==> config.mk <==
export PLATFORM = sky130hd
export DESIGN_NAME = andf_queue
export DESIGN_NICKNAME = d
export VERILOG_FILES = /design/src/design/andf_pkg.sv /design/src/design/andf_queue.sv
export SDC_FILE = /design/constraint.sdc
export NUM_CORES = 1
export LEC_CHECK = 0
export CAP_MARGIN = 30
export CORE_ASPECT_RATIO = 1.2
export CORE_MARGIN = 4
export CORE_UTILIZATION = 45
export CTS_CLUSTER_SIZE = 16
export DETAILED_ROUTE_END_ITERATION = 10
export DONT_BUFFER_PORTS = 1
export PLACE_DENSITY = 0.69
export SYNTH_ARGS = -nofsm -noshare
export SYNTH_HDL_FRONTEND = slang
export SYNTH_SLANG_ARGS = --single-unit
==> constraint.sdc <==
create_clock -name clk -period 3.35 [get_ports clk]
set_input_delay 0.67 -clock clk [delete_from_list [all_inputs] [get_ports clk]]
set_output_delay 0.67 -clock clk [all_outputs]
set_load 0.1 [all_outputs]
==> src/design/andf_pkg.sv <==
// package for the annex b nal deframer
// result and queue entry types, result kind codes, phase encoding, byte constants
// no dependencies
`timescale 1ns / 1ps

package andf_pkg;

    localparam int MaxRes            = 5;
    localparam int CountW            = $clog2(MaxRes + 1);
    localparam int SlotW             = $clog2(MaxRes);
    localparam int QueueDepthDefault = 4;

    localparam logic [7:0] StartCodeByte = 8'h01;
    localparam logic [7:0] EscapeByte    = 8'h03;
    localparam logic [7:0] TypeMask      = 8'h1f;

    typedef enum logic [1:0] {
        KIND_HEADER   = 2'd0,
        KIND_PAYLOAD  = 2'd1,
        KIND_END      = 2'd2,
        KIND_NO_START = 2'd3
    } kind_t;

    typedef enum logic [2:0] {
        PH_SEARCH = 3'b001,
        PH_HEADER = 3'b010,
        PH_UNIT   = 3'b100
    } phase_t;

    typedef struct packed {
        kind_t       kind;
        logic [7:0]  payload;
        logic [1:0]  ref_level;
        logic [4:0]  unit_type;
    } result_t;

    typedef struct packed {
        logic [CountW-1:0]         count;
        result_t [MaxRes-1:0]      res;
    } entry_t;

endpackage

==> src/design/andf_queue.sv <==
// small register queue of result groups between front and back
// depends on andf_pkg for the entry type
`timescale 1ns / 1ps

module andf_queue
    import andf_pkg::*;
#(
    parameter int DEPTH = QueueDepthDefault
)
(
    input  logic   clk,
    input  logic   rst_n,
    input  logic   push,
    input  entry_t wr_data,
    output logic   full,
    input  logic   pop,
    output entry_t rd_data,
    output logic   avail
);

    localparam int IdxW = $clog2(DEPTH);
    localparam int CntW = $clog2(DEPTH + 1);

    entry_t            mem_reg [DEPTH];
    logic [IdxW-1:0]   wr_idx_reg, wr_idx_next;
    logic [IdxW-1:0]   rd_idx_reg, rd_idx_next;
    logic [CntW-1:0]   count_reg, count_next;

    assign full    = (count_reg == CntW'(DEPTH));
    assign avail   = (count_reg != '0);
    assign rd_data = mem_reg[rd_idx_reg];

    always_comb
    begin
        wr_idx_next = wr_idx_reg;
        rd_idx_next = rd_idx_reg;
        count_next  = count_reg;
        if (push)
            wr_idx_next = (wr_idx_reg == IdxW'(DEPTH - 1)) ? '0 : wr_idx_reg + 1'b1;
        if (pop)
            rd_idx_next = (rd_idx_reg == IdxW'(DEPTH - 1)) ? '0 : rd_idx_reg + 1'b1;
        if (push && !pop)
            count_next = count_reg + 1'b1;
        else if (pop && !push)
            count_next = count_reg - 1'b1;
    end

    always_ff @(posedge clk or negedge rst_n)
    begin
        if (!rst_n)
        begin
            wr_idx_reg <= '0;
            rd_idx_reg <= '0;
            count_reg  <= '0;
        end
        else
        begin
            wr_idx_reg <= wr_idx_next;
            rd_idx_reg <= rd_idx_next;
            count_reg  <= count_next;
        end
    end

    always_ff @(posedge clk)
    begin
        if (push)
            mem_reg[wr_idx_reg] <= wr_data;
    end

`ifndef SYNTHESIS
    a_count_grows: assert property (@(posedge clk) disable iff (!rst_n)
        push && !pop |=> count_reg == $past(count_reg) + 1'b1)
        else $error("queue count did not follow a push");
`endif

endmodule

Word-level counts from Yosys, hierarchy flattened
Memories as Yosys holds them, arrays and structs flattened.
Cells that the tools add are included.
- output and inout bits: 90
- bits in writable memories: 352
- flip-flop bits (word level): 7
- latch bits: 0
- ROM bits: 0
- input port bits: 92
- memories kept: 1
- equal/unequal tests: 3
- divide/modulo/power cells: 0
- multiply operators: 0
- order comparisons: 0
- bitwise operators: 0
- add/sub/neg operators: 4
- shift-type cells: 0
- reduce and logical (&&, ||, !) cells: 6
- muxes and demuxes: 6
- memory list (memory ; words ; width ; read ports ; clocked after memory_dff ; write ports ; RTL line ; text):
    mem_reg ; 4 ; 88 ; 1 ; 0 ; 1 ; andf_queue.sv:24 ; entry_t mem_reg [DEPTH];
- operator list (operator ; count):
    3-bit 2-to-1 mux ; 2
    2-bit by 1-bit adder with 2-bit output, second input constant ; 2
    2-bit == test, second input constant ; 2
    2-bit 2-to-1 mux ; 2
    3-bit by 1-bit adder with 3-bit output, second input constant ; 1
    3-bit == test, second input constant ; 1
    3-bit nonzero test ; 1
    3-bit by 1-bit subtractor with 3-bit output, second input constant ; 1
    1-bit logical AND ; 2
    1-bit logical NOT ; 2
    1-bit 2-to-1 mux ; 2
    2-bit nonzero test ; 1

Longest topological paths before layout
- word-level depth: 4
- depth in mapped cells: 7
- mapped depth without buffers: 7

Least setup slack after synthesis
No wires, ideal clock.
- path kind: register to output
- start point: register count_reg[0]
- end point: output port full
- cell stages (with the launch flop): 2
- data arrival time: 2.647 ns
- setup slack: 0.033 ns
- buffers on the path: 0
- cell sequence: dfrtp_1 > nor3b_1
- word-level cells in the longest chain between the ends: 1
- ends and longest elaborated chain (what ; RTL line ; text):
    start: declaration ; andf_queue.sv:27 ; logic [CntW-1:0] count_reg, count_next;
    start signal: assignment ; andf_queue.sv:60 ; count_reg <= count_next;
    3-bit == test ; andf_queue.sv:29 ; assign full = (count_reg == CntW'(DEPTH));
    end: declaration ; andf_queue.sv:15 ; output logic full,
Every way passes these cells.

==> impl_metrics.yaml <==
floorplan:
  start_util_pct: 45.8
  core_area_mm2: 0.0288
  dieArea_mm2: 0.0322
  io_pins: 182
  rows: 68
  fp.dieH_um: 196
  die-width_um: 164
critical_path:
  worst_ep_arrival_time_ns: 2.40
  slowest_stage: "mux4_2"
  cp_max_fo: 29
  worst_ep_required_time_ns: 2.68
  cp_num_buf_inv: 1
  cpPeakStageDelay_ns: 0.83
  path_cells: "buf_12, mux4_2"
  end_kind: "primary output"
  critical_path.startpoint_type: "flop"
  path_class: "reg -> out"
  critPathTopFamily: "multiplexers"
synthesis:
  syn_area_per_cell_um2: 26.6
  synth.distinct_cells: 20
  synth_fp_nets: 596
  synth_area_mm2: 0.0132
  synthAdderAreaFrac_pct: 0.720
  ys.flop_type: "edfxtp_1"
  async_reset_ff_share_pct: 1.95
  ys_seq_elements: 359
  yosysSeqAreaShare_pct: 81.4
  synth-compound-area-share_pct: 0.0758
  synthXorXnorAreaFrac_pct: 0.199
  synth_top_area_share_pct: 80.0
  synth_edf_count: 352
  yosysWarnings: 0
  synth_top_family_by_area: "multiplexers"
  yosys.area_share.simple_pct: 0.436
  synth_common_cells: "edfxtp_1 (352), mux4_2 (88), buf_12 (8), buf_2 (8), dfrtp_1 (7)"
  synth_top_cell_by_area: "edfxtp_1"
  synthCells: 497
  synthMostInstantiatedCell: "edfxtp_1"
  synthMuxAreaShare_pct: 15.3
  synth_area_leaders: "edfxtp_1 (80%), mux4_2 (15%), dfrtp_1 (1.3%)"
cells_and_area:
  drive_above_1_share_pct: 29.3
  fin_nets: 631
  antennaDiodeCount: 0
  fillCellCount: 2143
  fin_util_pct: 51.5
  largest_reg_flops: 352
  area_growth_pct: 12.4
sta:
  fin_crit_ns: 3.07
  setup_viol_count_final: 0
  drv_slew: 0
  slew_headroom_pct: 39.7
  fmax_mhz: 326
  finalClockSkew_ns: 0.0142
  worst_slew_pin_slew_ns: 0.906
  timing.setup.tns_ns: 0
  hold_viol: 0
  min_period_over_period_pct: 91.5
  rsz0062_at_grt: "false"
clock_network:
  cts.sinks: 359
  path_clk_slew_ns: 0.06
  clkLatencyLatePin_ns: 0.51
  cts_buffers: 37
  max-clock-path-buffers: 3
  h-tree-depth: 2
  cts_root_buffer: "clkbuf_16"
  cts_tree: "yes"
placement:
  io_buffers: 0
  dp_hpwl_um: 14800
  gp_congestion: 0.703
grt:
  grtUsageTotal_pct: 15.0
  grt_max_degree: 70
  grt_pass1_vias: 5760
  antenna_found_initial: 0
  grt_overflow: 0
  grt_pass1_wl_um: 35900
detailed_routing:
  drt-pass1-iter-count: 4
  routed_wirelength_um: 24100
  antenna_left: 0
  drt-wirelength-per-cell_um: 25.6
  initialDrtViolationCount: 364
  drc: 0
  num_vias: 5216
  viasPerCell: 5.54
hold_path:
  hold_class: "in -> reg"
outcome:
  status: "complete, no violations"
flow_run:
  maxCapViolations: 0
## path summary, 6_finish.rpt
check,from,endpoint,slack [ns],cells past startpoint
min reg2reg,count_reg[2],count_reg[2],0.49,1
max in group asynchronous,rst_n,rd_idx_reg[1],2.56,1
max,rd_idx_reg[0],rd_data[39],0.28,2
min,wr_data[26],mem_reg[3][26],0.25,0
min in group asynchronous,rst_n,rd_idx_reg[0],0.50,1
max reg2reg,wr_idx_reg[1],mem_reg[1][48],1.29,4
## layout by cell type, fill, tap and decap left out, types with 3 or more instances in the layout
cell type	instances
and2_4	4
buf_4	9
mux4_2	88
buf_12	5
clkinv_1	5
mux2_2	3
clkbuf_8	3
nor2_1	3
edfxtp_1	352
clkbuf_1	9
ha_1	6
clkbuf_16	40
inv_1	4
dfrtp_1	5
## final cells by class
type	instances	area, µm²	area share, %
clock buffers	51	1050	7.08
repair buffers	16	203	1.37
clock inverters	13	123	0.826
well taps	385	482	3.24
inverters	4	15.0	0.101
multi-input cells	114	2220	15.0
flip-flops and latches	359	10800	72.4
## stage by stage
step                      std cells  hold slack [ns]  cell area (µm²)  setup slack (ns)
after floorplan                 497            0.374            13200            0.0328
after global placement          877            0.375            13700             0.771
after detailed placement        877            0.375            13700             0.761
after CTS                       942            0.217            14800             0.198
after global routing            942            0.217            14800             0.123
final                           942            0.249            14800             0.283
## layer usage
layer	share of wire (%)	vias up	global-route usage, %
li1	-	2205	-
met1	35	2790	16.9
met2	54	189	26.3
met3	9.0	32	5.84
met4	2.1	0	4.53
met5	0	-	0
## cell families after synthesis
logic type	Yosys count
compound gates	2
fa+ha+maj	7
mux	91
flops	359
xor+xnor	3
simple gates	11
buf+inv	24
## repair_timing
action / in CTS / in global routing
buffers inserted: 0 / 0
hold buffers: 1 / 0
resized for setup: 0 / 0
hold endpoints to repair: 7 / 0
Power is not shown: default switching activity piles up to over one toggle a cycle in this logic, so the estimate is an artifact.
