$ cat src/design/andf_pkg.sv
// package for the annex b nal deframer
// result and queue entry types, result kind codes, phase encoding, byte constants
// no dependencies
`timescale 1ns / 1ps

package andf_pkg;

    localparam int MaxRes            = 5;
    localparam int CountW            = $clog2(MaxRes + 1);
    localparam int SlotW             = $clog2(MaxRes);
    localparam int QueueDepthDefault = 4;

    localparam logic [7:0] StartCodeByte = 8'h01;
    localparam logic [7:0] EscapeByte    = 8'h03;
    localparam logic [7:0] TypeMask      = 8'h1f;

    typedef enum logic [1:0] {
        KIND_HEADER   = 2'd0,
        KIND_PAYLOAD  = 2'd1,
        KIND_END      = 2'd2,
        KIND_NO_START = 2'd3
    } kind_t;

    typedef enum logic [2:0] {
        PH_SEARCH = 3'b001,
        PH_HEADER = 3'b010,
        PH_UNIT   = 3'b100
    } phase_t;

    typedef struct packed {
        kind_t       kind;
        logic [7:0]  payload;
        logic [1:0]  ref_level;
        logic [4:0]  unit_type;
    } result_t;

    typedef struct packed {
        logic [CountW-1:0]         count;
        result_t [MaxRes-1:0]      res;
    } entry_t;

endpackage

$ cat src/design/andf_if.sv
// word channels of the deframer: input byte channel and result channel
// depends on andf_pkg for the result kind type
`timescale 1ns / 1ps

interface andf_in_if;
    logic       valid;
    logic       ready;
    logic [7:0] data_byte;
    logic       end_of_frame;

    modport source (output valid, output data_byte, output end_of_frame, input ready);
    modport sink   (input valid, input data_byte, input end_of_frame, output ready);
endinterface


$ cat src/design/andf_front.sv
// front end: start code tracking, zero holding, emulation removal per byte
// builds the full result group of one byte; depends on andf_pkg and andf_in_if
`timescale 1ns / 1ps

module andf_front
    import andf_pkg::*;
(
    input  logic          clk,
    input  logic          rst_n,
    andf_in_if.sink       frame,
    input  logic          full,
    output logic          push,
    output entry_t        wr_data
);

    phase_t      phase_reg, phase_next;
    logic [2:0]  zero_run_reg, zero_run_next;
    logic [1:0]  held_reg, held_next;
    logic [1:0]  emul_reg, emul_next;
    logic        unit_open_reg, unit_open_next;

    logic        accept;
    entry_t      ent;

    assign frame.ready = !full;
    assign accept      = frame.valid && frame.ready;
    assign push        = accept && (ent.count != '0);
    assign wr_data     = ent;

    always_comb
    begin
        phase_t      ph;
        logic [2:0]  zr;
        logic [1:0]  hz;
        logic [1:0]  ec;
        logic        uo;
        logic [CountW-1:0] n;
        logic [1:0]  nz;
        logic        del;
        logic [7:0]  db;

        ph  = phase_reg;
        zr  = zero_run_reg;
        hz  = held_reg;
        ec  = emul_reg;
        uo  = unit_open_reg;
        n   = '0;
        nz  = '0;
        del = 1'b0;
        db  = '0;
        ent = '0;

        // sort the byte: zero, start code end, or plain data
        if (frame.data_byte == 8'h00)
        begin
            zr = (zr < 3'd4) ? zr + 3'd1 : 3'd4;
            if (ph != PH_SEARCH)
            begin
                if (zr <= 3'd3)
                begin
                    hz = zr[1:0];
                end
                else
                begin
                    nz  = hz;
                    del = 1'b1;
                    hz  = '0;
                end
            end
        end
        else if (frame.data_byte == StartCodeByte && (zr == 3'd2 || zr == 3'd3))
        begin
            hz = '0;
            if (uo)
            begin
                ent.res[n].kind = KIND_END;
                n = n + 1'b1;
            end
            ph = PH_HEADER;
            uo = 1'b0;
            zr = '0;
            ec = '0;
        end
        else
        begin
            zr = '0;
            if (ph != PH_SEARCH)
            begin
                nz  = hz;
                del = 1'b1;
                hz  = '0;
            end
        end

        // frame end flushes zeros still held back
        if (frame.end_of_frame && ph != PH_SEARCH && hz != '0)
        begin
            nz = hz;
            hz = '0;
        end

        // held zeros first, then the byte itself
        for (int j = 0; j < 4; j++)
        begin
            if (j < int'(nz) || (j == int'(nz) && del))
            begin
                db = (j < int'(nz)) ? 8'h00 : frame.data_byte;
                if (ph == PH_HEADER)
                begin
                    if (int'(n) < MaxRes)
                    begin
                        ent.res[n].kind      = KIND_HEADER;
                        ent.res[n].ref_level = db[6:5];
                        ent.res[n].unit_type = 5'(db & TypeMask);
                        n = n + 1'b1;
                    end
                    ph = PH_UNIT;
                    uo = 1'b1;
                    ec = '0;
                end
                else if (ec == 2'd2 && db == EscapeByte)
                begin
                    ec = '0;
                end
                else
                begin
                    if (int'(n) < MaxRes)
                    begin
                        ent.res[n].kind    = KIND_PAYLOAD;
                        ent.res[n].payload = db;
                        n = n + 1'b1;
                    end
                    if (db == 8'h00)
                        ec = (ec < 2'd3) ? ec + 2'd1 : 2'd3;
                    else
                        ec = '0;
                end
            end
        end

        if (frame.end_of_frame)
        begin
            if (ph == PH_SEARCH)
            begin
                if (int'(n) < MaxRes)
                begin
                    ent.res[n].kind = KIND_NO_START;
                    n = n + 1'b1;
                end
            end
            else if (uo)
            begin
                if (int'(n) < MaxRes)
                begin
                    ent.res[n].kind = KIND_END;
                    n = n + 1'b1;
                end
            end
            ph = PH_SEARCH;
            zr = '0;
            hz = '0;
            ec = '0;
            uo = 1'b0;
        end

        ent.count      = n;
        phase_next     = ph;
        zero_run_next  = zr;
        held_next      = hz;
        emul_next      = ec;
        unit_open_next = uo;
    end

    always_ff @(posedge clk or negedge rst_n)
    begin
        if (!rst_n)
        begin
            phase_reg     <= PH_SEARCH;
            zero_run_reg  <= '0;
            held_reg      <= '0;
            emul_reg      <= '0;
            unit_open_reg <= 1'b0;
        end
        else if (accept)
        begin
            phase_reg     <= phase_next;
            zero_run_reg  <= zero_run_next;
            held_reg      <= held_next;
            emul_reg      <= emul_next;
            unit_open_reg <= unit_open_next;
        end
    end

`ifndef SYNTHESIS
    a_zero_run_sat: assert property (@(posedge clk) disable iff (!rst_n)
        zero_run_reg <= 3'd4)
        else $error("zero run beyond saturation");

    a_held_needs_start: assert property (@(posedge clk) disable iff (!rst_n)
        held_reg != '0 |-> phase_reg != PH_SEARCH)
        else $error("zeros held before any start code");

    a_open_in_unit: assert property (@(posedge clk) disable iff (!rst_n)
        unit_open_reg |-> phase_reg == PH_UNIT)
        else $error("unit open outside unit phase");
`endif

endmodule

$ cat src/flat_wrapper.sv
// flat-port wrapper written by rule: the top's interface ports become plain ports
module andf_front_flat import andf_pkg::*;
  (clk, rst_n, full, push, wr_data, frame_valid, frame_data_byte, frame_end_of_frame, frame_ready);
  andf_in_if frame_i ();
  input  logic clk;
  input  logic rst_n;
  input  logic full;
  output logic push;
  output entry_t wr_data;
  input wire logic [$bits(frame_i.valid)-1:0] frame_valid;
  input wire logic [$bits(frame_i.data_byte)-1:0] frame_data_byte;
  input wire logic [$bits(frame_i.end_of_frame)-1:0] frame_end_of_frame;
  output wire logic [$bits(frame_i.ready)-1:0] frame_ready;
  assign frame_i.valid = frame_valid;
  assign frame_i.data_byte = frame_data_byte;
  assign frame_i.end_of_frame = frame_end_of_frame;
  assign frame_ready = frame_i.ready;
  andf_front u_core (.clk(clk), .rst_n(rst_n), .frame(frame_i), .full(full), .push(push), .wr_data(wr_data));
endmodule
$ cat config.mk
export PLATFORM = sky130hd
export DESIGN_NAME = andf_front_flat
export DESIGN_NICKNAME = d
export VERILOG_FILES = /design/src/design/andf_pkg.sv /design/src/design/andf_if.sv /design/src/design/andf_front.sv /design/src/flat_wrapper.sv
export SDC_FILE = /design/constraint.sdc
export NUM_CORES = 1
export LEC_CHECK = 0
export BUFFER_PORTS_ARGS = -buffer_cell sky130_fd_sc_hd__buf_2
export CORE_MARGIN = 2
export CORE_UTILIZATION = 50
export DETAILED_ROUTE_END_ITERATION = 10
export PLACE_DENSITY = 0.88
export SYNTH_ARGS = -nofsm -noshare
export SYNTH_HDL_FRONTEND = slang
export SYNTH_SLANG_ARGS = --single-unit
$ cat constraint.sdc
create_clock -name clk -period 9.86 [get_ports clk]
set_input_delay 1.479 -clock clk [delete_from_list [all_inputs] [get_ports clk]]
set_output_delay 1.479 -clock clk [all_outputs]
set_load 0.01 [all_outputs]
* Word-level counts from Yosys, hierarchy flattened
Index checks and enable logic that the tools add are counted.
Cells by class: $add $sub $neg 10, magnitude comparators 24, equality and inequality tests 21, muxes and demuxes 176, reduce and logical (&&, ||, !) cells 30
Operators by type and width (count):
- $mux W85 | 25
- $bwmux W85 | 22
- $demux W17 S3 | 17
- $mux W3 | 36
- $mux W17 | 5
- $mux W2 | 39
- $mux W15 | 4
- $eq A8 B2 Y1 const B | 4
- $logic_not A8 Y1 | 4
- $mux W7 | 4
- $mux W8 | 3
- $lt A3 B4 Y1 const B | 5
- $mux W5 | 4
- $add A3 B1 Y3 const B | 6
- $eq A3 B2 Y1 const B | 6
- $logic_and A1 B1 Y1 | 18
- $lt A3 B3 Y1 const B | 6
- $mux W1 | 17
- $ge A3 B1 Y1 const B | 5
- $add A2 B1 Y2 const B | 4
- $eq A2 B2 Y1 const B | 4
- $eq A8 B1 Y1 const B | 1
- $lt A2 B2 Y1 const B | 4
- $ne A3 B1 Y1 const B | 2
- other kinds (11) | 16
Word-level totals: register bits 11, bits of input ports 13, output and inout port bits 90, word-level logic and storage cells 266

* Longest topological paths before layout
Gate-level depths: netlist of the first run.
depth after elaboration 43, gate-level depth with buffers 27, depth with buffers taken out 27

* Worst setup path before layout of the first run
No wires, ideal clock.
kind input to output, from input frame_data_byte[0], to output push, data arrival time 6.610 ns, required time 8.381 ns, setup slack 1.771 ns, stages on the path 25, path buffers 1, cells stage by stage buf_2 -> nor3b_1 -> or4_1 -> o211ai_1 -> nand2_1 -> o221ai_1 -> ha_1 -> nand2_1 -> o21ai_0 -> a21o_1 -> nand2_1 -> ha_1 -> mux2i_2 -> ha_1 -> o41a_1 -> mux2_2 -> o22ai_1 -> a221o_1 -> o21a_1 -> inv_2 -> ha_1 -> and3b_1 -> mux2i_1 -> o41ai_1 -> a21oi_1
Between the ends: word-level cells in the longest chain between the ends 39, elaborated cells on any way between the ends 128, classes of those cells add/sub: 8; order compare: 11; eq/ne: 18; mux: 69; reduce/logical: 22
Ends and longest elaborated chain:
- start: declaration | line flat_wrapper.sv:11 | input wire logic [$bits(frame_i.data_byte)-1:0] frame_data_byte;
- branches (longest 36 deep; another with $lt A1 B2 Y1)
- $mux W3 * | line andf_front.sv:141 | if (frame.end_of_frame)
- $reduce_bool A3 Y1 * | line andf_front.sv:27 | assign push = accept && (ent.count != '0);
- $logic_and A1 B1 Y1 * | line andf_front.sv:27
- end: declaration | line flat_wrapper.sv:8 | output logic push;
Every way passes the cells marked *.

* Worst setup path in the final report of the first run
from input frame_data_byte[4], to output push
The elaborated chain is that of the path after synthesis.

==> results of run 1 <==
[critical path: cells and delay by family]
family,cells,cell delay [ps]
multiplexers,3,790
AND/OR/NAND/NOR,6,1480
AO/OA/AOI/OAI,10,2410
adder cells (fa/ha/maj),4,1070
buffers and inverters,3,390
[cells in the final DEF, fill, tap and decap left out, drive strengths merged, types with 3 or more instances in the layout]
master,instances
a21oi,23
a221oi,5
a31oi,5
a32oi,4
and2,12
and3,6
buf,76
clkbuf,3
conb,28
dfrtp,10
ha,10
inv,11
mux2i,6
nand2,36
nand3,4
nor2,32
nor2b,44
nor3,14
nor3b,4
nor4,7
o211ai,6
o21a,3
o21ai,19
o22ai,3
o31ai,3
or4,5
xnor2,3
[power groups by stage]
| stage | Combinational, mW | Clock (mW) | Sequential [mW] |
|---|---|---|---|
| 6_report | 0.0397 | 0.0459 | 0.0503 |
| 5_1_grt | 0.0438 | 0.0485 | 0.0505 |
| 4_1_cts | 0.0391 | 0.0466 | 0.0501 |
| 3_5_place_dp | 0.0390 | 0 | 0.0508 |
| 3_3_place_gp | 0.0377 | 0 | 0.0506 |
| 2_1_floorplan | 0.0359 | 0 | 0.0497 |
[area by class of cell]
cell class,instances,area (um2)
Tap cell,70,87.6
Multi-Input combinational cell,325,2120
Clock inverter,1,5.00
Clock buffer,3,41.3
Timing Repair Buffer,76,385
Sequential cell,11,277
Fill cell,494,2110
Inverter,11,43.8
[path summary, 6_finish.rpt]
path / to / slack (ps)
setup / recovery: push / 770
hold / removal: u_core.unit_open_reg / 500
setup reg to reg: u_core.emul_reg[0] / 6590
hold reg to reg: u_core.unit_open_reg / 500
max in group asynchronous: u_core.phase_reg[0] / 8500
min in group asynchronous: u_core.held_reg[0] / 1100
[cells by family after synthesis]
family | Yosys count | share of synthesized area [%]
adder cells (fa/ha/maj) | 10 | 4.79
multiplexers | 8 | 3.30
XOR/XNOR | 3 | 1.58
buffers and inverters | 52 | 12.1
AND/OR/NAND/NOR | 175 | 38.1
AO/OA/AOI/OAI | 101 | 29.4
flip-flops | 11 | 10.6
other | 1 | 0.143
[routing by layer]
metal,up-vias,routed length (um),GRT usage [%]
li1,1419,-,-
met1,1441,3390,36.4
met2,168,3820,44.0
met3,20,644,2.25
met4,0,150,8.55
met5,-,0,0
==> impl_metrics.py, run 1 <==
metrics = {
    "clock_network": {
        "clock_latency_ps": 240,
        "root_buffer": "clkbuf_8",
        "cts_sinks": 11,
        "cts_max_level": 1,
        "tritoncts.num_buffers": 3,
        "cts_setup_buffers": 0,
        "cts_tree": "built",
        "clk_path_buf_depth": 2,
        "cts_resized": 0,
        "clk_pin_slew_ps": 50,
        "cts_hold_buf": 0,
    },
    "min_path": {
        "hold_depth": 2,
        "hp-class": "flop to flop",
        "hold_start": "u_core.unit_open_reg",
    },
    "worst_setup_path": {
        "r2r_start": "u_core.zero_run_reg[0]",
        "cp_data_arrival_time_ps": 7610,
        "required_ps": 8380,
        "worstRegToRegCells": 10,
        "path_class": "primary input to output pin",
        "slowest_stage": "o211ai_1",
        "critPathLaunch": "frame_data_byte[4]",
        "crit_path_end_kind": "output pin",
        "startpoint_type": "primary input",
        "critPathMaxFanout": 8,
        "cp_common_cell": "ha_1",
        "worst_path_largest_cell_delay_ps": 610,
    },
    "finish": {
        "antennaDiodeCount": 0,
        "layout.cells.non_filler": 497,
        "final_cell_area_mm2": 0.00296,
        "fin_nets": 451,
        "syn2layout_area_growth_pct": 13.4,
        "drive_gt1_share_pct": 26.7,
        "final_core_util_pct": 58.4,
    },
    "global_route": {
        "grt_max_degree": 18,
        "grt_pass1_vias": 2649,
        "antenna_found_initial": 0,
        "grt_pass1_wl_um": 13000,
        "grt-ovfl-total": 0,
        "grt_usage_pct": 26.5,
    },
    "synth": {
        "seq_area_frac_synth_pct": 10.6,
        "synth_area_per_cell_um2": 7.24,
        "synthTopCellsByCount": "nor2b_1 (44), nand2_1 (35), nor2_1 (32), buf_4 (28), a21oi_1 (22)",
        "postSynthCellCount": 361,
        "synth_seq_cells": 11,
        "yosysTopAreaCellShare_pct": 10.5,
        "synth_cell_types": 79,
        "synth_warnings": 0,
        "yosysMostFrequentCell": "nor2b_1",
        "synth_edf_count": 0,
        "synth.cell_area_mm2": 0.00261,
        "async_flop_share_pct": 100,
        "ys.flop_type": "dfrtp_1",
        "netlist.top_cell.by_area": "nor2b_1",
        "synth.area.top_cells": "nor2b_1 (11%), dfrtp_1 (9.6%), buf_4 (8.0%)",
    },
    "die": {
        "rows": 26,
        "dieArea_mm2": 0.00582,
        "die_w_um": 76.3,
        "ioPinCount": 103,
        "initial_core_util_pct": 51.5,
        "die_h_um": 76.3,
        "core_mm2": 0.00507,
    },
    "route": {
        "remaining_drc_errors": 0,
        "antenna_left": 0,
        "routedWlPerCell_um": 16.1,
        "vias": 3048,
        "first_iter_violations": 266,
        "wirelength_um": 8000,
        "firstDrtPassIters": 6,
        "viasPerCell": 6.13,
    },
    "sta": {
        "finalSetupViolCount": 0,
        "worst_slew_pin_slew_ps": 1220,
        "max_freq_mhz": 110,
        "rsz0062_at_grt": "false",
        "fin_crit_sh_pct": 92.2,
        "slew-limit-headroom_pct": 18.7,
        "final.setup.tns_ps": 0,
        "fin_crit_ps": 9090,
        "worst_slack_ps": 772,
        "slew_violations": 0,
        "final.setup_skew_ps": 2.26,
        "holdWs_ps": 502,
        "hold_viol": 0,
    },
    "run": {
        "drv_cap": 0,
    },
    "power_and_ir_drop": {
        "switchingPower_uw": 47.6,
        "finalPower_uw": 136,
        "ir_drop_mv": 0.0962,
        "p_clk_share_pct": 33.8,
        "internal_power_uw": 88.3,
        "comb_power_share_pct": 29.2,
        "p_per_area_mw_per_mm2": 45.9,
        "seqPwrFrac_pct": 37.0,
        "p_leak_nw": 1.40,
        "swShare_pct": 35.0,
    },
    "place": {
        "gp_congestion": 0.980,
        "post_dp_cell_area_mm2": 0.00292,
        "hpwl_um": 6360,
        "dp_cells": 493,
        "place_ws_ps": 941,
        "port_buffers": 74,
    },
    "run_status": {
        "status": "complete, no violations",
    },
}
No activity file was read; power rests on OpenSTA's default activity.
==> run 2, diff against run 1 <==
--- a/config.mk
+++ b/config.mk
@@ -5,11 +5,12 @@
 export SDC_FILE = /design/constraint.sdc
 export NUM_CORES = 1
 export LEC_CHECK = 0
-export BUFFER_PORTS_ARGS = -buffer_cell sky130_fd_sc_hd__buf_2
+export BUFFER_PORTS_ARGS = -buffer_cell sky130_fd_sc_hd__clkbuf_2
 export CORE_MARGIN = 2
 export CORE_UTILIZATION = 50
 export DETAILED_ROUTE_END_ITERATION = 10
 export PLACE_DENSITY = 0.88
+export SLEW_MARGIN = 20
 export SYNTH_ARGS = -nofsm -noshare
 export SYNTH_HDL_FRONTEND = slang
 export SYNTH_SLANG_ARGS = --single-unit
==> run 2 against run 1 <==
Effect of this change: power is 1.5% lower; cell area is 0.13% lower; routed wire length hardly changed; sequential cell count stayed put; core utilization is 0.074 points lower; cell count stayed put; critical path type unchanged; largest power group unchanged; highest routed layer unchanged.
==> impl_metrics.py, run 2 (same netlist as run 1, synthesis figures left out) <==
metrics = {
    "run_status": {
        "status": "complete, no violations",
    },
    "global_route": {
        "antenna_found_initial": 0,
        "grt_usage_pct": 26.0,
        "grt_pass1_vias": 2552,
        "grt-ovfl-total": 0,
        "grt_max_degree": 18,
        "grt_pass1_wl_um": 12700,
    },
    "sta": {
        "slew_violations": 0,
        "final.setup.tns_ps": 0,
        "slew-limit-headroom_pct": 51.8,
        "fin_crit_sh_pct": 92.0,
        "final.setup_skew_ps": 2.24,
        "worst_slack_ps": 791,
        "fin_crit_ps": 9070,
        "worst_slew_pin_slew_ps": 723,
        "finalSetupViolCount": 0,
        "rsz0062_at_grt": "false",
        "hold_viol": 0,
        "max_freq_mhz": 110,
    },
    "worst_setup_path": {
        "worstRegToRegCells": 10,
        "slowest_stage": "nor4_2",
        "crit_path_end_kind": "output pin",
        "critical-path-top-delay-family": "compound AO/OA/AOI/OAI gates",
        "worst_path_largest_cell_delay_ps": 620,
        "cp_common_cell": "ha_1",
        "startpoint_type": "primary input",
        "critPathLaunch": "frame_data_byte[4]",
        "path_class": "primary input to output pin",
        "r2r_start": "u_core.zero_run_reg[0]",
        "critPathMaxFanout": 8,
        "cp.depth": 26,
        "required_ps": 8380,
        "cp_num_buf_inv": 3,
        "cp_data_arrival_time_ps": 7590,
    },
    "route": {
        "antenna_left": 0,
        "first_iter_violations": 245,
        "remaining_drc_errors": 0,
        "firstDrtPassIters": 5,
        "viasPerCell": 6.03,
        "vias": 2996,
        "wirelength_um": 8010,
        "routedWlPerCell_um": 16.1,
    },
    "die": {
        "dieArea_mm2": 0.00582,
        "die_h_um": 76.3,
        "ioPinCount": 103,
        "core_mm2": 0.00507,
        "die_w_um": 76.3,
        "initial_core_util_pct": 51.5,
        "rows": 26,
    },
    "finish": {
        "layout.cells.non_filler": 497,
        "drive_gt1_share_pct": 26.5,
        "final_common_cell": "clkbuf_2",
        "regArea_um2": 277,
        "layout_common_cells": "clkbuf_2 (75), nor2b_1 (44), nand2_1 (35)",
        "antennaDiodeCount": 0,
        "syn2layout_area_growth_pct": 13.2,
        "fin_nets": 451,
        "multi_input_area_mm2": 0.00212,
        "fillers": 482,
        "final_core_util_pct": 58.3,
    },
    "clock_network": {
        "clock_latency_ps": 240,
        "cts_setup_buffers": 0,
        "cts_max_level": 1,
        "clk_path_buf_depth": 2,
        "root_buffer": "clkbuf_8",
        "cts_sinks": 11,
        "tritoncts.num_buffers": 3,
        "clk_pin_slew_ps": 50,
        "cts_tree": "built",
        "cts_resized": 0,
        "cts_hold_buf": 0,
    },
    "place": {
        "hpwl_um": 6380,
        "place_ws_ps": 925,
        "gp_congestion": 0.986,
        "dp_cells": 492,
        "port_buffers": 74,
    },
    "min_path": {
        "hold_depth": 2,
        "hp-class": "flop to flop",
        "hold_start": "u_core.phase_reg[0]",
    },
    "power_and_ir_drop": {
        "p_per_area_mw_per_mm2": 45.2,
        "ir_drop_mv": 0.0697,
        "finalPower_uw": 134,
        "p_leak_nw": 1.34,
    },
    "run": {
        "drv_cap": 0,
    },
}
run 2: metal layers:
layer  global-route usage, %  up-vias  routed length (um)
met5                       0        -                   0
met4                    6.36        0                  59
met3                    3.32        8                 716
met2                    42.7      199                3780
met1                    36.3     1378                3450
li1                        -     1411                   -
run 2: final cells by class:
class                   count  area share [%]
multi-input cells         325            71.8
clock buffers               4            1.52
inverters                  11            1.48
flip-flops and latches     11            9.34
well taps                  70            2.96
repair buffers             76            12.9
run 2: per-stage QoR:
step | hold slack, ps | instance area [um2]
after global routing | 545 | 2960
after detailed placement | 500 | 2910
after floorplan | 463 | 2720
final | 504 | 2960
after CTS | 508 | 2950
after global placement | 481 | 2910
run 2: worst paths after layout:
path / end / slack, ps
min in group asynchronous: u_core.held_reg[1] / 1110
max: push / 790
min reg2reg: u_core.phase_reg[0] / 500
min: u_core.phase_reg[0] / 500
max in group asynchronous: u_core.phase_reg[0] / 8470
max reg2reg: u_core.emul_reg[0] / 6580
run 2: worst reg2reg max path: stages, from the launching register on:
cell	delay (ps)
dfrtp_1	420
ha_1	310
or4_4	600
or4b_1	500
a21oi_1	210
or4_4	180
nand2_1	170
nand2_1	150
o211ai_1	100
a221oi_1	350
o22ai_1	140
run 2: report_power, final:
part           switching [mW]  leakage (nW)  internal [mW]  total, mW
registers             0.00314         0.144         0.0471     0.0503
logic                  0.0258          1.18         0.0133     0.0391
clock network          0.0161        0.0228         0.0283     0.0444
==> run 3, diff against run 2 <==
--- a/config.mk
+++ b/config.mk
@@ -9,8 +9,8 @@
 export CORE_MARGIN = 2
 export CORE_UTILIZATION = 50
 export DETAILED_ROUTE_END_ITERATION = 10
+export MAX_ROUTING_LAYER = met4
 export PLACE_DENSITY = 0.88
-export SLEW_MARGIN = 20
 export SYNTH_ARGS = -nofsm -noshare
 export SYNTH_HDL_FRONTEND = slang
 export SYNTH_SLANG_ARGS = --single-unit
==> constraint.sdc (replaced) <==
create_clock -name clk -period 11.3 [get_ports clk]
set_input_delay 1.695 -clock clk [delete_from_list [all_inputs] [get_ports clk]]
set_output_delay 1.695 -clock clk [all_outputs]
set_load 0.01 [all_outputs]
==> run 3 against run 2 <==
Effect of this change: worst hold slack improved by 10 ps; critical path depth unchanged; core utilization decreased by 0.25 points; sequential power decreased by 12%; die area unchanged; non-clock buffer count decreased by 2; first-iteration DRC count increased by 31%; clock skew about the same.
==> impl_metrics.py, run 3 (same netlist as run 1, synthesis figures left out) <==
metrics = {
    "run_status": {
        "status": "complete, no violations",
    },
    "sta": {
        "final.setup.tns_ps": 0,
        "slew_violations": 0,
        "finalSetupViolCount": 0,
        "slew-limit-headroom_pct": 16.8,
        "worst_slew_pin_slew_ps": 1250,
        "final.setup_skew_ps": 1.98,
        "rsz0062_at_grt": "false",
        "max_freq_mhz": 104,
        "fin_crit_ps": 9600,
        "hold_viol": 0,
        "fin_crit_sh_pct": 84.9,
    },
    "route": {
        "firstDrtPassIters": 5,
        "first_iter_violations": 321,
        "routedWlPerCell_um": 16.0,
        "remaining_drc_errors": 0,
        "vias": 2980,
        "viasPerCell": 6.02,
        "wirelength_um": 7940,
        "antenna_left": 0,
    },
    "clock_network": {
        "cts_tree": "built",
        "cts_hold_buf": 0,
        "clock_latency_ps": 230,
        "clk_pin_slew_ps": 50,
        "root_buffer": "clkbuf_8",
        "cts_max_level": 1,
        "tritoncts.num_buffers": 3,
        "clk_path_buf_depth": 2,
        "cts_setup_buffers": 0,
        "cts_sinks": 11,
        "cts_resized": 0,
    },
    "power_and_ir_drop": {
        "internal_power_uw": 77.3,
        "ir_drop_mv": 0.0714,
        "p_clk_share_pct": 32.0,
        "comb_power_share_pct": 29.7,
        "swShare_pct": 32.7,
        "seqPwrFrac_pct": 38.3,
        "p_per_area_mw_per_mm2": 39.0,
        "switchingPower_uw": 37.6,
        "p_leak_nw": 1.34,
        "finalPower_uw": 115,
    },
    "finish": {
        "syn2layout_area_growth_pct": 12.7,
        "final_common_cell": "clkbuf_2",
        "antennaDiodeCount": 0,
        "final_core_util_pct": 58.1,
        "final_cell_area_mm2": 0.00295,
        "fin_nets": 449,
        "layout_common_cells": "clkbuf_2 (74), nor2b_1 (44), nand2_1 (35)",
        "drive_gt1_share_pct": 26.1,
    },
    "worst_setup_path": {
        "path_class": "primary input to output pin",
        "cp_data_arrival_time_ps": 7900,
        "critPathMaxFanout": 8,
        "startpoint_type": "primary input",
        "required_ps": 9610,
        "r2r_slack_ps": 7650,
        "crit_path_end_kind": "output pin",
    },
    "die": {
        "initial_core_util_pct": 51.5,
        "core_mm2": 0.00507,
        "die_w_um": 76.3,
        "dieArea_mm2": 0.00582,
        "die_h_um": 76.3,
        "ioPinCount": 103,
        "rows": 26,
    },
    "global_route": {
        "grt_usage_pct": 26.4,
        "grt_pass1_wl_um": 12500,
        "antenna_found_initial": 0,
        "grt_max_degree": 18,
        "grt-ovfl-total": 0,
        "grt_pass1_vias": 2516,
    },
    "run": {
        "drv_cap": 0,
    },
    "place": {
        "post_dp_cell_area_mm2": 0.00290,
        "gp_congestion": 0.996,
        "hpwl_um": 6350,
        "port_buffers": 74,
    },
    "min_path": {
        "hp-class": "flop to flop",
    },
}
## run 3: cell count changes in the layout (fill, tap and decap cells not counted), sizes merged
cell    delta
clkbuf     -1
buf        -1
## run 3: path summary, 6_finish.rpt
check,from,to,depth (start not counted)
max in group asynchronous,rst_n,u_core.phase_reg[0],1
min reg2reg,u_core.phase_reg[0],u_core.phase_reg[0],2
min in group asynchronous,rst_n,u_core.unit_open_reg,1
max reg2reg,u_core.zero_run_reg[0],u_core.emul_reg[0],11
min,u_core.phase_reg[0],u_core.phase_reg[0],2
max,frame_data_byte[4],push,26
## run 3: layer usage
| layer | GRT usage (%) | vias up | part of all wire (%) |
|---|---|---|---|
| met4 | 5.82 | 0 | 1.5 |
| met3 | 2.13 | 14 | 8.1 |
| met2 | 42.8 | 170 | 47 |
| met1 | 36.2 | 1391 | 43 |
| li1 | - | 1405 | - |
| met5 | - | - | 0 |
## run 3: worst max-delay path, cell delays in order
cell and delay, ps:
clkbuf_2 130, nor4_2 610, nand2_2 210, o211ai_1 650, nand2_1 240, o221ai_1 340, ha_1 190, nand2_1 40
o21ai_0 230, a21o_1 150, nand2_1 140, ha_1 400, mux2i_2 330, ha_1 230, o41a_1 290, mux2_2 360
o22ai_1 160, a221o_1 180, o21a_1 240, inv_2 100, ha_1 240, and3b_1 220, mux2i_1 70, o41ai_1 250
a21oi_1 80, clkbuf_2 140
## run 3: cell type report
| class | count | area, um2 |
|---|---|---|
| multi-input cells | 325 | 2120 |
| well taps | 70 | 87.6 |
| fillers | 497 | 2130 |
| repair buffers | 74 | 370 |
| flip-flops and latches | 11 | 277 |
| inverters | 11 | 43.8 |
| clock buffers | 4 | 45.0 |
## run 3: power by group through the flow
stage	clock network (mW)	registers, mW	logic [mW]
floorplan	0	0.0434	0.0314
global placement	0	0.0444	0.0331
detailed placement	0	0.0444	0.0335
CTS	0.0385	0.0438	0.0336
global route	0.0405	0.0442	0.0378
finish	0.0368	0.0441	0.0341
## run 3: metrics by stage
| stage | std cells | hold slack [ps] | worst slack (ps) |
|---|---|---|---|
| after floorplan | 388 | 463 | 2780 |
| after global placement | 491 | 489 | 2040 |
| after detailed placement | 491 | 506 | 1870 |
| after CTS | 495 | 517 | 1840 |
| after global routing | 495 | 550 | 1170 |
| final | 495 | 515 | 1700 |
